**src/rtl/matrix4x4_multiply_add_scale_transpose_top_assert.svh**
```systemverilog
// Assertion macros for the matrix engine.
`ifndef MATRIX4X4_MULTIPLY_ADD_SCALE_TRANSPOSE_TOP_ASSERT_SVH
`define MATRIX4X4_MULTIPLY_ADD_SCALE_TRANSPOSE_TOP_ASSERT_SVH
`ifndef ASSERT_OFF
`define MMAST_ASSERT_IMP(lbl, clk, rst_n, ante, cons, msg) \
    lbl: assert property (@(posedge clk) disable iff (!rst_n) (ante) |-> (cons)) \
        else $error(msg);
`define MMAST_ASSERT_NXT(lbl, clk, rst_n, ante, cons, msg) \
    lbl: assert property (@(posedge clk) disable iff (!rst_n) (ante) |=> (cons)) \
        else $error(msg);
`else
`define MMAST_ASSERT_IMP(lbl, clk, rst_n, ante, cons, msg)
`define MMAST_ASSERT_NXT(lbl, clk, rst_n, ante, cons, msg)
`endif
`endif

```
**src/rtl/mmast_ram.sv**
```systemverilog
`timescale 1ns / 1ps
module mmast_ram #(
    parameter int WIDTH = 32,
    parameter int DEPTH = 16
) (
    input  logic                     i_clk,
    input  logic                     i_we,
    input  logic [$clog2(DEPTH)-1:0] i_waddr,
    input  logic [WIDTH-1:0]         i_wdata,
    input  logic                     i_re,
    input  logic [$clog2(DEPTH)-1:0] i_raddr,
    output logic [WIDTH-1:0]         o_rdata
);

    logic [WIDTH-1:0] r_mem [DEPTH];
    logic [WIDTH-1:0] r_rdata;

    always_ff @(posedge i_clk) begin
        if (i_we) begin
            r_mem[i_waddr] <= i_wdata;
        end
        if (i_re) begin
            r_rdata <= r_mem[i_raddr];
        end
    end

    assign o_rdata = r_rdata;

endmodule

```
**config.mk**
```make
export PLATFORM = sky130hd
export DESIGN_NAME = mmast_ram
export DESIGN_NICKNAME = d
export VERILOG_FILES = /design/src/rtl/matrix4x4_multiply_add_scale_transpose_top_assert.svh /design/src/rtl/mmast_ram.sv
export SDC_FILE = /design/constraint.sdc
export NUM_CORES = 1
export LEC_CHECK = 0
export BUFFER_PORTS_ARGS = -buffer_cell sky130_fd_sc_hd__buf_2
export CAP_MARGIN = 40
export CORE_MARGIN = 2
export CORE_UTILIZATION = 60
export CTS_BUF_LIST = sky130_fd_sc_hd__clkbuf_8
export DETAILED_ROUTE_END_ITERATION = 7
export PLACE_DENSITY = 0.89
export SLEW_MARGIN = 25
export SYNTH_ARGS = -nofsm -noshare
export SYNTH_HDL_FRONTEND = slang
export SYNTH_SLANG_ARGS = --single-unit
```
**constraint.sdc**
```tcl
create_clock -name i_clk -period 4.81 [get_ports i_clk]
set_clock_uncertainty 0.2 [all_clocks]
set_input_delay 0.2405 -clock i_clk [delete_from_list [all_inputs] [get_ports i_clk]]
set_output_delay 0.2405 -clock i_clk [all_outputs]
set_load 0.01 [all_outputs]
```
==> run summary, run 1 <==
status -> completed
RSZ-0062 raised after global routing -> false
CTS resizes -> 0
Tightest Pin Transition -> 837 ps
wirelength, routed -> 43,000 um
Synth Area in XOR/XNOR -> 0%
die width -> 187 um
max cap viols -> 0
area share of the largest cell type after synthesis -> 81.0%
r2r setup slk -> 3120 ps
layout cells sized above 1 -> 32.3%
hold_ws -> 177 ps
crit-path cells -> buf_4, buf_12, mux4_2, a22oi_1, nand2_1
Sink Count -> 544
Worst setup SP type -> input pin
Synth area leader -> edfxtp_1
nets@finish -> 1,053
die span in y -> 187 um
# IOs -> 75
dpl hpwl -> 22,600 um
fmax -> 508 MHz
CP Capture Type -> flop
synth unique cells -> 17
CTS buffer count -> 81
Seq/Total Area, Yosys -> 81.0%
vias per cell -> 6.40
CTS hold repair buffers -> 33
pin count of the biggest net entering global routing -> 80
first-pass GRT wire length -> 63,600 um
Worst-path clk slew -> 60 ps
core area -> 33,300 sq um
maximum fanout along the worst path -> 79
Cells after Synth -> 838
post-synthesis compound-gate area fraction -> 2.38%
die area -> 35,100 sq um
site row count -> 67
WS Path Type -> input pin to flop
Layout area overhead -> 14.7%
clock root buffer -> clkbuf_8
gpl congestion -> 0.735
H-tree levels -> 3
initial antenna violation count -> 1
Initial DRC Count -> 1,237
max-slew violations -> 0
Synthesized Nets -> 881
synthesized flop and latch total -> 544
hold crit path type -> input pin to flop
Worst VDD drop -> 0.234 mV
setup repair bufs after CTS -> 0
Crit path arrival time -> 2100 ps
DRC viols -> 0
Slew Limit Headroom -> 44.1%
pwr dens -> 400 nW/um^2
Antenna Nets Post-Route -> 0
Synth Warn # -> 0
synth top area cells -> edfxtp_1, mux4_2, a22oi_1
vias in the first global route -> 10,367
reg2reg start -> r_mem[1][13]$_DFFE_PP_
final worst path period share -> 40.9%
later-pin clock latency in the skew report -> 600 ps
router iterations before antenna repair -> 5
DR WL/cell -> 28.3 um
min-delay src -> i_raddr[3]
Setup TNS -> 0 ps
Setup violations, final -> 0
Worst Path Required -> 4940 ps
Clock Tree Buf Depth -> 3
CP max stage cell -> buf_4
final hold vios -> 0
crit path time final -> 1970 ps
Total GRT Usage -> 25.1%
mux share of post-synthesis cell area -> 14.3%
origin of the worst setup path -> i_raddr[1]
simple-gate share of the synthesized area -> 1.25%
Initial Util -> 60.6%
synthesized area per cell -> 24.1 sq um
total global routing overflow -> 0
largest family of logic cells by synthesized area -> multiplexers
Lkg Pwr -> 7.51 nW
cell area after synthesis -> 20,200 sq um
adder-cell area share of the yosys netlist -> 0%
TritonCTS clock tree -> built
DR vias -> 9,720
port buffer count -> 74
largest stage delay on the critical path -> 550 ps
[cell type report]
class,instances,area (sq um)
sequential,544,16300
fill,1900,10100
multi-input combinational,251,3750
clock buffer,85,1170
timing repair buffer,132,1040
tap,448,561
clock inverter,57,284
antenna,1,2.50
[report_power, final]
group          internal, mW  switching (mW)
clock                  1.74            1.66
combinational         0.211           0.284
sequential             5.34          0.0335
total                  7.29            1.97
[cell usage in the layout, fill, tap and decap left out]
| master | n |
|---|---|
| edfxtp_1 | 544 |
| nand2_1 | 33 |
| clkinvlp_4 | 2 |
| nor3_2 | 4 |
| buf_16 | 4 |
| nor2_4 | 13 |
| nand3_1 | 1 |
| clkbuf_8 | 86 |
| and2_2 | 1 |
| mux4_2 | 128 |
| clkinv_2 | 8 |
| a22oi_1 | 64 |
| buf_4 | 17 |
| nand3b_1 | 2 |
| inv_1 | 20 |
| bufinv_16 | 2 |
| nor2b_4 | 2 |
| dlygate4sd3_1 | 33 |
| diode_2 | 1 |
| buf_2 | 72 |
| clkinv_1 | 25 |
| or3b_2 | 1 |
| nand2b_1 | 2 |
| buf_12 | 5 |
[synth_stat cells]
| cell type | n |
|---|---|
| nor2b_1 | 2 |
| buf_6 | 2 |
| mux4_2 | 128 |
| nand3_1 | 1 |
| a22oi_1 | 64 |
| nand3b_1 | 2 |
| buf_1 | 9 |
| or3b_2 | 1 |
| buf_2 | 4 |
| nor2_1 | 13 |
| and2_1 | 1 |
| buf_4 | 11 |
| nor3_1 | 4 |
| edfxtp_1 | 544 |
| nand2_1 | 33 |
| nand2b_1 | 2 |
| clkbuf_1 | 17 |
[per-stage QoR]
| step | power [mW] | area, sq um | util [%] | setup WS, ps | instances |
|---|---|---|---|---|---|
| 6_report | 9.26 | 23100 | 69.5 | 2840 | 1518 |
| 5_1_grt | 9.55 | 23100 | 69.5 | 2770 | 1518 |
| 4_1_cts | 9.31 | 23100 | 69.5 | 2820 | 1517 |
| 3_5_place_dp | 5.95 | 21400 | 64.2 | 2220 | 1342 |
| 3_3_place_gp | 5.90 | 21200 | 63.7 | 2160 | 1336 |
| 2_1_floorplan | 5.73 | 20200 | - | 1190 | 838 |
[routing by layer]
layer  vias to the layer above  part of all wire [%]  global-route usage [%]
met4                         0                   2.5                    9.30
met2                       674                    50                    40.8
li1                       3958                     -                       -
met1                      4997                    36                    33.8
met5                         -                     0                       0
met3                        91                    11                    5.98
[kinds of logic after synthesis]
group	count (synthesis)
AND/OR/NAND/NOR	59
flip-flops	544
multiplexers	128
AO/OA/AOI/OAI	64
buffers and inverters	43
[critical path: cells and delay by family]
kind | cells | cell delay [ps]
AOI/OAI and AO/OA | 1 | 260
buffers and inverters | 2 | 1040
muxes | 1 | 400
and+or+nand+nor | 1 | 110
[final timing paths]
check                          end  cells after the start
max           o_rdata[9]$_DFFE_PP_                      5
min          o_rdata[29]$_DFFE_PP_                      4
max reg2reg  o_rdata[13]$_DFFE_PP_                      3
min reg2reg  o_rdata[25]$_DFFE_PP_                      3
[sequential cells by signal (all words and copies together) (netlist names)]
signal / flops
r_mem: 512
o_rdata: 32
Power figures use the tool's default switching activity.
==> run 2: changes to the inputs <==
==> constraint.sdc (replaced) <==
create_clock -name i_clk -period 1.9 [get_ports i_clk]
set_clock_uncertainty 0.2 [all_clocks]
set_input_delay 0.095 -clock i_clk [delete_from_list [all_inputs] [get_ports i_clk]]
set_output_delay 0.095 -clock i_clk [all_outputs]
set_load 0.01 [all_outputs]
==> run 2 against run 1 <==
  * Final cell count is 2.7% higher
  * Sequential cell count stayed put
  * Routed wire length is 3.3% higher
  * Critical path depth is 1 higher
  * Critical path type unchanged
  * Largest power group unchanged
==> run summary, run 2 (synthesized netlist as in run 1, its figures left out) <==
CTS buffer count -> 82
first-pass GRT wire length -> 64,700 um
DRC viols -> 0
max cap viols -> 0
maximum fanout along the worst path -> 5
Slew Limit Headroom -> 49.6%
Worst Path Required -> 2080 ps
Layout area overhead -> 18.2%
clock root buffer -> clkbuf_8
final hold vios -> 0
port buffer count -> 74
initial antenna violation count -> 4
Sink Count -> 544
crit path time final -> 1760 ps
dpl hpwl -> 23,500 um
largest stage delay on the critical path -> 650 ps
Tightest Pin Transition -> 754 ps
core area -> 33,300 sq um
Placed Area -> 22,000 sq um
DR vias -> 9,954
Crit path arrival time -> 1940 ps
vias per cell -> 6.38
fin area -> 23,900 sq um
max-slew violations -> 0
# IOs -> 75
Lkg Pwr -> 7.83 nW
H-tree levels -> 3
met3 wire len -> 4600 um
Worst setup SP type -> input pin
Top cell by count, worst path -> dlygate4sd3_1
Worst-path clk slew -> 60 ps
WS Path Type -> input pin to flop
Worst Path Buf+Inv -> 3
uppermost routed layer -> met5
pwr dens -> 978 nW/um^2
Initial Util -> 60.6%
crit-path cells -> dlygate4sd3_1, buf_2, nor2_4, dlygate4sd3_1, a22oi_1, nand2_1
later-pin clock latency in the skew report -> 630 ps
Antenna Nets Post-Route -> 0
total global routing overflow -> 0
pin count of the biggest net entering global routing -> 45
Worst VDD drop -> 0.557 mV
CP Capture Type -> flop
final worst path period share -> 92.8%
nets@finish -> 1,097
status -> completed
vias in the first global route -> 10,435
WL met1 -> 16,200 um
Crit path max-delay family -> buffers and inverters
wirelength, routed -> 44,400 um
most common cell after layout, fill and taps aside -> edfxtp_1
CP max stage cell -> dlygate4sd3_1
Setup violations, final -> 0
RSZ-0062 raised after global routing -> false
router iterations before antenna repair -> 5
power consumption -> 23.3 mW
pre-CTS WS -> -51.4 ps
layout cells sized above 1 -> 34.1%
TritonCTS clock tree -> built
Largest register FFs -> 512
register with the most flip-flops -> r_mem
Clock Tree Buf Depth -> 3
Final WS setup -> 138 ps
gpl congestion -> 0.749
DR WL/cell -> 28.5 um
met2 WL -> 22,600 um
site row count -> 67
die span in y -> 187 um
hold crit path type -> input pin to flop
fill cell count -> 1,792
Initial DRC Count -> 1,253
die area -> 35,100 sq um
fmax -> 567 MHz
leading cell types in the layout, fill and taps excluded -> edfxtp_1, mux4_2, clkbuf_8
die width -> 187 um
Total GRT Usage -> 25.8%
## run 2: cell count changes in the layout (fill, tap and decap cells not counted), moves of 3 or more
cell and change:
buf_12 +33, clkinv_1 -11, dlygate4sd3_1 +9, inv_1 +8
nor3_2 -4, nor3_4 +4, clkbuf_8 -3, inv_6 +3
inv_8 +3
## run 2: what timing repair did
action / 4_1_cts / 5_1_grt
setup endpoints to repair: 0 / 32
endpoints found under the hold margin: 691 / 0
hold buffers: 43 / 0
resized for setup: 0 / 0
buffers inserted: 0 / 1
## run 2: tightest hold or removal path, cell delays in order
cell and delay (ps):
buf_4 140, buf_12 190, mux4_2 240, a22oi_1 60, nand2_1 50
## run 2: path summary, 6_finish.rpt
path | start | endpoint | slack, ps | cells past startpoint
worst max register to register | r_mem[3][2]$_DFFE_PP_ | o_rdata[2]$_DFFE_PP_ | 150 | 3
worst min register to register | r_mem[15][8]$_DFFE_PP_ | o_rdata[8]$_DFFE_PP_ | 530 | 3
worst min-delay path | i_raddr[1] | o_rdata[8]$_DFFE_PP_ | 50 | 5
worst max-delay path | i_raddr[2] | o_rdata[6]$_DFFE_PP_ | 140 | 6
## run 2: routing by layer
layer | GRT usage [%] | vias to the layer above
li1 | - | 4051
met3 | 6.68 | 97
met2 | 41.7 | 706
met4 | 8.72 | 2
met5 | 0 | -
met1 | 34.9 | 5098
## run 2: through the flow
step           TNS (ps)  hold WS, ps  utilization [%]  std cells
2_1_floorplan   -147040        -6.13                -        838
3_3_place_gp          0          255             65.8       1371
3_5_place_dp       -160          279             66.1       1374
4_1_cts               0         30.9             71.5       1555
5_1_grt               0         52.8             71.7       1559
6_report              0         50.8             71.7       1559
## run 2: cell type report
type                       count  area [sq um]  area share [%]
tap                          448           561            2.35
multi-input combinational    251          3780            15.8
sequential                   544         16300            68.5
clock inverter                56           263            1.10
antenna                        3          7.51          0.0315
timing repair buffer         175          1780            7.45
clock buffer                  82          1130            4.73
## run 2: power breakdown
part,switching [mW],internal (mW)
combinational,0.752,0.635
sequential,0.0965,13.5
clock,4.28,4.05
==> run 3: changes to the inputs <==
--- a/config.mk
+++ b/config.mk
@@ -11,6 +11,7 @@
 export CORE_UTILIZATION = 60
 export CTS_BUF_LIST = sky130_fd_sc_hd__clkbuf_8
 export DETAILED_ROUTE_END_ITERATION = 7
+export MAX_ROUTING_LAYER = met4
 export PLACE_DENSITY = 0.89
 export SLEW_MARGIN = 25
 export SYNTH_ARGS = -nofsm -noshare
==> run 3 against run 2 <==
  * Total power is essentially flat
  * Sequential power hardly changed
  * Core utilization hardly changed
  * Sequential cell count is the same
  * Worst hold slack better by 2.6 ps
  * Routed wire length increased by 0.10%
  * Critical path depth is the same
  * Global-route usage is 0.80 points higher
  * Final cell count about the same
  * Register-to-register slack about the same
  * Count of clock-buffer cells in the layout unchanged
  * Largest power group unchanged
==> run summary, run 3 (synthesized netlist as in run 1, its figures left out) <==
status -> completed
hold_ws -> 53.4 ps
vias in the first global route -> 10,437
fmax -> 567 MHz
hold crit path type -> input pin to flop
Clock Tree Buf Depth -> 3
Initial DRC Count -> 1,391
pin count of the biggest net entering global routing -> 45
sequential cell area -> 16,300 sq um
nets@finish -> 1,097
initial antenna violation count -> 4
Setup violations, final -> 0
port buffer count -> 74
Largest register FFs -> 512
core area -> 33,300 sq um
dpl hpwl -> 23,500 um
Worst setup SP type -> input pin
maximum fanout along the worst path -> 5
die area -> 35,100 sq um
die width -> 187 um
max-slew violations -> 0
Total GRT Usage -> 26.5%
CP Capture Type -> flop
DRC viols -> 0
most common cell after layout, fill and taps aside -> edfxtp_1
R2R cell count -> 3
fill cell count -> 1,793
later-pin clock latency in the skew report -> 640 ps
CTS buffer count -> 82
# IOs -> 75
die span in y -> 187 um
final hold vios -> 0
DR vias -> 9,953
pwr dens -> 979 nW/um^2
Lkg Pwr -> 7.83 nW
gpl congestion -> 0.759
Worst-path clk slew -> 60 ps
Multi-input gate area -> 3780 sq um
leading cell types in the layout, fill and taps excluded -> edfxtp_1, mux4_2, clkbuf_8
WS Path Type -> input pin to flop
CTS resizes -> 0
router iterations before antenna repair -> 5
Initial Util -> 60.6%
vias per cell -> 6.38
register with the most flip-flops -> r_mem
layout cells sized above 1 -> 34.1%
max cap viols -> 0
final worst path period share -> 92.8%
DR WL/cell -> 28.5 um
site row count -> 67
Antenna Nets Post-Route -> 0
TritonCTS clock tree -> built
crit path time final -> 1760 ps
Layout area overhead -> 18.2%
Slew Limit Headroom -> 48.9%
Worst VDD drop -> 0.556 mV
Tightest Pin Transition -> 764 ps
H-tree levels -> 3
Crit path arrival time -> 1940 ps
Placed Area -> 22,000 sq um
clock root buffer -> clkbuf_8
Sink Count -> 544
power consumption -> 23.3 mW
first-pass GRT wire length -> 64,600 um
worst hold path stage count -> 5
total global routing overflow -> 0
Worst Path Required -> 2080 ps
fin area -> 23,900 sq um
RSZ-0062 raised after global routing -> false
wirelength, routed -> 44,500 um
run 3: cell types whose count changed in the layout (fill, tap and decap cells not counted):
cell     previous run  this run
diode_2             3         4
run 3: worst max-delay path, cell delays in order:
cell	delay [ps]
dlygate4sd3_1	540
buf_2	190
nor2_4	80
dlygate4sd3_1	650
a22oi_1	290
nand2_1	90
run 3: final cells by class:
| cell class | count | share of cell area, % |
|---|---|---|
| clock buffers | 82 | 4.73 |
| well taps | 448 | 2.35 |
| flip-flops and latches | 544 | 68.5 |
| repair buffers | 175 | 7.45 |
| diodes | 4 | 0.0420 |
| multi-input cells | 251 | 15.8 |
| clock inverters | 56 | 1.10 |
run 3: routing by layer:
| metal | up-vias | wire length (um) | global-route usage [%] |
|---|---|---|---|
| met1 | 5088 | 16200 | 34.8 |
| met4 | 0 | 1110 | 8.78 |
| met3 | 111 | 4740 | 6.64 |
| met5 | - | 0 | - |
| met2 | 702 | 22500 | 41.7 |
| li1 | 4052 | - | - |
run 3: what timing repair did:
| action | CTS | global route |
|---|---|---|
| endpoints found under the hold margin | 691 | 0 |
| buffers inserted | 0 | 1 |
| endpoints found under the setup margin | 0 | 32 |
| hold buffers | 43 | 0 |
run 3: where the power goes:
| group | leakage (nW) | switching, mW | internal (mW) |
|---|---|---|---|
| registers | 4.94 | 0.0970 | 13.5 |
| logic | 2.07 | 0.751 | 0.635 |
| clock network | 0.816 | 4.29 | 4.05 |
| total | 7.83 | 5.14 | 18.2 |
run 3: stage by stage:
| stage | worst slack (ps) | std cells | util, % | TNS [ps] |
|---|---|---|---|---|
| CTS | 7.22 | 1555 | 71.5 | 0 |
| detailed placement | -51.4 | 1374 | 66.1 | -160 |
| global route | 109 | 1560 | 71.7 | 0 |
| global placement | 4.92 | 1371 | 65.8 | 0 |
| floorplan | -423 | 838 | - | -147040 |
| finish | 138 | 1560 | 71.7 | 0 |
run 3: final timing paths:
check | from | end | slack (ps)
worst max-delay path | i_raddr[3] | o_rdata[6]$_DFFE_PP_ | 140
worst min-delay path | i_raddr[1] | o_rdata[8]$_DFFE_PP_ | 50
worst max register to register | r_mem[5][16]$_DFFE_PP_ | o_rdata[16]$_DFFE_PP_ | 150
worst min register to register | r_mem[15][8]$_DFFE_PP_ | o_rdata[8]$_DFFE_PP_ | 530
